$ cat src/rtl/fmrc_pkg.sv
// fmrc_pkg: shared types and constants of the first-match rule classifier
// holds the rule, packet and match-config structs and register indexes
// no dependencies
package fmrc_pkg;

  localparam int MAX_RULES   = 64;
  localparam int IDX_W       = $clog2(MAX_RULES);
  localparam int COUNT_W     = 7;
  localparam int CFG_W       = 16;
  localparam int CFG_IDX_W   = 2;

  localparam logic [15:0] ABOVE_LIMIT = 16'd1023;

  localparam logic [COUNT_W-1:0] RULE_COUNT_RESET = 7'd0;
  localparam logic [15:0] PORT_ANY_RESET   = 16'd0;
  localparam logic [15:0] PORT_ABOVE_RESET = 16'd1023;
  localparam logic [7:0]  PROTO_ANY_RESET  = 8'd143;

  localparam logic [COUNT_W-1:0] MAX_COUNT = COUNT_W'(MAX_RULES);

  localparam logic [CFG_IDX_W-1:0] REG_RULE_COUNT = 2'd0;
  localparam logic [CFG_IDX_W-1:0] REG_PORT_ANY   = 2'd1;
  localparam logic [CFG_IDX_W-1:0] REG_PORT_ABOVE = 2'd2;
  localparam logic [CFG_IDX_W-1:0] REG_PROTO_ANY  = 2'd3;

  localparam logic KIND_WRITE    = 1'b0;
  localparam logic KIND_CLASSIFY = 1'b1;

  typedef struct packed {
    logic [1:0]  direction;
    logic [31:0] source_address;
    logic [31:0] source_mask;
    logic [31:0] destination_address;
    logic [31:0] destination_mask;
    logic [15:0] source_port;
    logic [15:0] destination_port;
    logic [7:0]  protocol;
    logic [1:0]  ack;
    logic        verdict;
  } rule_t;

  typedef struct packed {
    logic [1:0]  direction;
    logic [31:0] source_address;
    logic [31:0] destination_address;
    logic [15:0] source_port;
    logic [15:0] destination_port;
    logic [7:0]  protocol;
    logic [1:0]  ack;
  } pkt_t;

  typedef struct packed {
    logic [15:0] any_port;
    logic [15:0] port_above;
    logic [7:0]  proto_any;
  } match_cfg_t;

endpackage

$ cat src/rtl/fmrc_match.sv
// fmrc_match: compares one stored rule against the packet header
// depends on fmrc_pkg
module fmrc_match (
  input  fmrc_pkg::rule_t      rule,
  input  fmrc_pkg::pkt_t       pkt,
  input  fmrc_pkg::match_cfg_t cfg,
  output logic                 hit
);

  logic dir_ok, sa_ok, da_ok, sp_ok, dp_ok, proto_ok, ack_ok;

  function automatic logic port_ok(input logic [15:0] rp, input logic [15:0] pp,
                                   input fmrc_pkg::match_cfg_t c);
    logic r;
    r = (rp == c.any_port) || ((rp == c.port_above) && (pp > fmrc_pkg::ABOVE_LIMIT))
        || (rp == pp);
    return r;
  endfunction

  always_comb begin
    dir_ok   = |(rule.direction & pkt.direction);
    sa_ok    = (rule.source_address & rule.source_mask)
               == (pkt.source_address & rule.source_mask);
    da_ok    = (rule.destination_address & rule.destination_mask)
               == (pkt.destination_address & rule.destination_mask);
    sp_ok    = port_ok(rule.source_port, pkt.source_port, cfg);
    dp_ok    = port_ok(rule.destination_port, pkt.destination_port, cfg);
    proto_ok = (rule.protocol == cfg.proto_any) || (rule.protocol == pkt.protocol);
    ack_ok   = |(rule.ack & pkt.ack);
    hit      = dir_ok & sa_ok & da_ok & sp_ok & dp_ok & proto_ok & ack_ok;
  end

endmodule

$ cat config.mk
export PLATFORM = sky130hd
export DESIGN_NAME = fmrc_match
export DESIGN_NICKNAME = d
export VERILOG_FILES = /design/src/rtl/fmrc_pkg.sv /design/src/rtl/fmrc_match.sv
export SDC_FILE = /design/constraint.sdc
export NUM_CORES = 1
export LEC_CHECK = 0
export ABC_AREA = 1
export BUFFER_PORTS_ARGS = -buffer_cell sky130_fd_sc_hd__buf_4
export CORE_AREA = 2 2 125 127
export DETAILED_ROUTE_END_ITERATION = 7
export DIE_AREA = 0 0 127 129
export GPL_TIMING_DRIVEN = 1
export SLEW_MARGIN = 30
export SYNTH_ARGS = -nofsm -noshare
export SYNTH_HDL_FRONTEND = slang
export SYNTH_SLANG_ARGS = --single-unit
export TNS_END_PERCENT = 10
$ cat constraint.sdc
create_clock -name vclk -period 1.6
set_input_delay 0.24 -clock vclk [all_inputs]
set_output_delay 0.24 -clock vclk [all_outputs]
set_load 0.02 [all_outputs]
==> results.ini, run 1 <==
[final_layout]
area_growth_syn_to_layout_pct = 86.7
fin_cells = 1208
drive_gt1_frac = 0.357
fill_cells = 1680
design.seq.count = 0
nClkBuffers = 0
nNetsFinal = 1343
diodes = 0
mostFrequentLayoutCell = buf_4
final-seq-area_um2 = 0
mostFrequentLayoutCells = 317 x buf_4, 304 x nand2_1, 94 x nor2_1

[setup_path]
slowest_stage = or2_1
max_stage_delay_ns = 0.21
start_kind = primary input
path_cells = buf_4 > or2_1 > nand3_1 > o21ai_1 > nor2_1 > nand2_1 > nor2_2 > nand3_1 > nor2_1 > buf_4
cp.arrival_ns = 1.39
path_max_fanout = 2
timing.critical_path.to_type = output pin
critical_path_class = primary input to output pin
crit_required_ns = 1.36

[logic_synthesis]
synth_area_per_cell_um2 = 4.49
synth_top_area_cell = nand2_1
ys_types = 19
synthesis.nets = 1020
postSynthCellCount = 699
ys_warn_count = 0
synth_top_area_frac = 0.366
synth-seq-area-share = 0
netlist_area_um2 = 3140
synthTopCellsByArea = nand2_1 37%, nor2_1 12%, inv_1 11%

[sta]
setup_ws_ns = -0.0309
tightestPinTransition_ns = 0.246
min_period_over_period = 1.02
rsz0062_at_grt = yes
finalMaxSlewViolations = 0
finalSetupTns_ns = -0.0309
setup_violations = 1
slew-limit-headroom = 0.834
min_period_ns = 1.63
holdWs_ns = 1.06
fmax_mhz = 613
final_hold_viol_count = 0

[placement]
gp_congestion = 0.826
post-dp-hpwl_um = 12900
port_buffers = 321
dp_slack_ns = -0.0928
dp_cells = 1208

[floorplanning]
io_pins = 322
die-area_um2 = 16400
die_height_um = 129
row_count = 45
fp.coreArea_um2 = 15000
start_util = 0.210
die_w_um = 127

[outcome]
violations = setup timing
status = complete, but fails checks

[detailed_routing]
drt_iter0_markers = 194
vias_per_cell = 4.12
drcViolationCount = 0
firstDrtPassIters = 4
routed_wl_um = 13800
wl_per_cell_um = 11.4
vias = 4971
ant_nets = 0

[clock_tree]
cts_setup_buffers = 0

[global_route]
grt_overflow = 0
grt_pass1_vias = 4604
grt_max_degree = 5
groute.usage.overall = 0.155
antenna_found_initial = 0
grt_pass1_wl_um = 21000

[power_and_ir_drop]
p_leak_nw = 3.58
power.density_nw_per_um2 = 231
peakVddDrop_v = 0.0000769

[min_path]
hp-class = primary input to output pin

[job]
maxCapViolCount = 0

-- routing by layer --
layer / vias up / share of wire / global-route usage
li1: 2752 / - / -
met1: 2037 / 0.41 / 0.191
met2: 176 / 0.50 / 0.293
met3: 6 / 0.081 / 0.0266
met4: 0 / 0.0066 / 0.00905
met5: - / 0 / 0
-- worst max-delay path: cells and delay by family --
family                 cells  cell delay (ns)
and+or+nand+nor            7             0.81
buffers and inverters      2             0.27
AOI/OAI and AO/OA          1             0.07
-- kinds of logic (layout without fill, tap and decap cells) --
family	after synthesis	after routing	share of synthesized area
buffers and inverters	112	433	0.134
XOR/XNOR	52	52	0.145
AND/OR/NAND/NOR	499	499	0.659
AO/OA/AOI/OAI	36	36	0.0622
-- worst paths after layout --
check             end       from  cells after the start
setup / recovery  hit   rule[94]                     10
hold / removal    hit  rule[136]                      7
-- per-stage QoR --
step	area [um^2]	total power, mW	util
after floorplan	3140	0.514	-
after global placement	5780	1.32	0.386
after detailed placement	5780	1.34	0.386
after CTS	5810	1.35	0.388
after global routing	5860	1.52	0.391
final	5860	1.35	0.391
-- timing repair --
item	4_1_cts	5_1_grt
resized for setup	6	17
setup endpoints to repair	1	1
hold buffers	0	0
endpoints found under the hold margin	0	0
pin swaps	8	19
-- power breakdown --
part / total, mW / internal, mW / switching (mW) / leakage [nW]
registers: 0 / 0 / 0 / 0
clock network: 0 / 0 / 0 / 0
logic: 1.35 / 0.786 / 0.565 / 3.58
-- synthesized netlist by cell type, drive strengths merged --
library cell,number
xnor2,14
nand4,2
o21ai,26
a21oi,2
nand3b,19
o22ai,7
inv,111
nand2,306
nand3,47
a21boi,1
or2,19
nor2,106
xor2,38
clkinv,1
-- cell type report --
class              count  area [um^2]  share of cell area
repair buffers       321         2420               0.414
multi-input cells    587         2780               0.474
inverters            112          420              0.0717
well taps            188          235              0.0401
Power figures use the tool's default switching activity.
==> run 2, diff against run 1 <==
--- a/config.mk
+++ b/config.mk
@@ -12,5 +12,5 @@
 export DIE_AREA = 0 0 127 129
 export GPL_TIMING_DRIVEN = 1
-export SLEW_MARGIN = 30
+export SLEW_MARGIN = 40
 export SYNTH_ARGS = -nofsm -noshare
 export SYNTH_HDL_FRONTEND = slang
==> constraint.sdc (replaced) <==
create_clock -name vclk -period 1.6
set_input_delay 0.24 -clock vclk [all_inputs]
set_output_delay 0.24 -clock vclk [all_outputs]
set_load 0.1 [all_outputs]
==> results.ini, run 2 (synthesized netlist as in run 1, its figures left out) <==
[setup_path]
critical_path_class = primary input to output pin  ; unchanged
cp.arrival_ns = 1.46  ; was 1.39 ns
path_max_fanout = 2  ; unchanged
crit_required_ns = 1.36  ; about the same
start_kind = primary input  ; unchanged
timing.critical_path.to_type = output pin  ; unchanged

[floorplanning]
fp.coreArea_um2 = 15000  ; unchanged
die_w_um = 127  ; unchanged
start_util = 0.210  ; unchanged
die_height_um = 129  ; unchanged
row_count = 45  ; unchanged
io_pins = 322  ; unchanged
die-area_um2 = 16400  ; unchanged

[sta]
final_hold_viol_count = 0  ; unchanged
setup_ws_ns = -0.0952  ; was -0.0309 ns
min_period_over_period = 1.06  ; was 1.02
min_period_ns = 1.70  ; was 1.63 ns
finalMaxSlewViolations = 0  ; unchanged
setup_violations = 1  ; unchanged
tightestPinTransition_ns = 0.229  ; was 0.246 ns
rsz0062_at_grt = yes  ; unchanged
finalSetupTns_ns = -0.0952  ; was -0.0309 ns
slew-limit-headroom = 0.848  ; was 0.834
fmax_mhz = 590  ; was 613 MHz

[final_layout]
fin_cells = 1209  ; was 1208
mostFrequentLayoutCells = 313 x buf_4, 302 x nand2_1, 92 x nor2_1  ; was 317 x buf_4, 304 x nand2_1, 94 x nor2_1
design_area_um2 = 5950  ; was 5860 um^2
mostFrequentLayoutCell = buf_4  ; unchanged
area_growth_syn_to_layout_pct = 89.6  ; was 86.7%
final-seq-area_um2 = 0  ; unchanged
diodes = 0  ; unchanged
nClkBuffers = 0  ; unchanged
design.seq.count = 0  ; unchanged
fill_cells = 1702  ; was 1680
nNetsFinal = 1344  ; was 1343
drive_gt1_frac = 0.368  ; was 0.357

[placement]
dpl_cell_area_um2 = 5800  ; was 5780 um^2
post-dp-hpwl_um = 12900  ; about the same
dp_cells = 1209  ; was 1208
port_buffers = 321  ; unchanged
gp_congestion = 0.832  ; was 0.826

[detailed_routing]
routed_wl_um = 14000  ; was 13800 um
vias = 4961  ; was 4971
vias_per_cell = 4.10  ; was 4.12
drt_iter0_markers = 185  ; was 194
drcViolationCount = 0  ; unchanged
firstDrtPassIters = 4  ; unchanged
wl_per_cell_um = 11.6  ; was 11.4 um
ant_nets = 0  ; unchanged

[power_and_ir_drop]
switching_share = 0.421  ; was 0.418
finalPower_mw = 1.37  ; was 1.35 mW
pwr-share-seq = 0  ; about the same
p_clk_frac = 0  ; about the same
p_leak_nw = 3.61  ; was 3.58 nW
internal_power_mw = 0.795  ; was 0.786 mW
comb_power_share = 1.000  ; about the same
p_switching_mw = 0.578  ; was 0.565 mW
power.density_nw_per_um2 = 231  ; about the same
peakVddDrop_v = 0.0000853  ; was 0.0000769 V

[clock_tree]
ctsHoldBuffers = 0  ; unchanged
cts_setup_buffers = 0  ; unchanged

[min_path]
hp-class = primary input to output pin  ; unchanged

[global_route]
antenna_found_initial = 0  ; unchanged
groute.usage.overall = 0.151  ; was 0.155
grt_max_degree = 5  ; unchanged
grt_pass1_wl_um = 20400  ; was 21000 um
grt_pass1_vias = 4419  ; was 4604
grt_overflow = 0  ; unchanged

[outcome]
status = complete, but fails checks  ; unchanged
violations = setup timing  ; unchanged

[job]
maxCapViolCount = 0  ; unchanged

run 2: layout make-up:
type	instances	area, um^2	share of cell area
inverters	112	420	0.0706
multi-input cells	587	2840	0.476
well taps	188	235	0.0395
repair buffers	322	2460	0.413
run 2: final timing paths:
path                  depth (start not counted)       from  slack (ns)   to
worst max-delay path                         10  rule[100]        -0.1  hit
worst min-delay path                          7   pkt[104]        1.06  hit
run 2: critical path: stages:
cell and delay (ns):
buf_4 0.11, or2_1 0.20, nand3_1 0.08, o21ai_1 0.06, nor2_1 0.14, nand2_2 0.08, nor2_2 0.11, nand3_2 0.10
nor2_4 0.13, buf_12 0.18
run 2: routing by layer:
| layer | wire (um) | GRT usage | vias up |
|---|---|---|---|
| li1 | - | - | 2749 |
| met1 | 5810 | 0.189 | 2043 |
| met2 | 7080 | 0.288 | 163 |
| met3 | 1020 | 0.0212 | 6 |
| met4 | 56 | 0.00646 | 0 |
| met5 | 0 | 0 | - |
run 2: power by group through the flow:
stage / combinational (mW) / clock [mW] / sequential [mW]
after CTS: 1.35 / 0 / 0
after global placement: 1.33 / 0 / 0
final: 1.37 / 0 / 0
after floorplan: 0.514 / 0 / 0
after detailed placement: 1.34 / 0 / 0
after global routing: 1.54 / 0 / 0
run 2: timing repair:
| action | 4_1_cts | 5_1_grt |
|---|---|---|
| pin swaps | 1 | 32 |
| resized for setup | 4 | 35 |
| endpoints found under the setup margin | 1 | 1 |
run 2: through the flow:
| step | hold slack (ns) | utilization | setup slack [ns] |
|---|---|---|---|
| after detailed placement | 1.16 | 0.388 | -0.239 |
| final | 1.06 | 0.397 | -0.0952 |
| after global routing | 1.11 | 0.397 | -0.181 |
| after CTS | 1.10 | 0.389 | -0.151 |
| after global placement | 1.15 | 0.388 | -0.241 |
| after floorplan | 0.860 | - | -0.0239 |
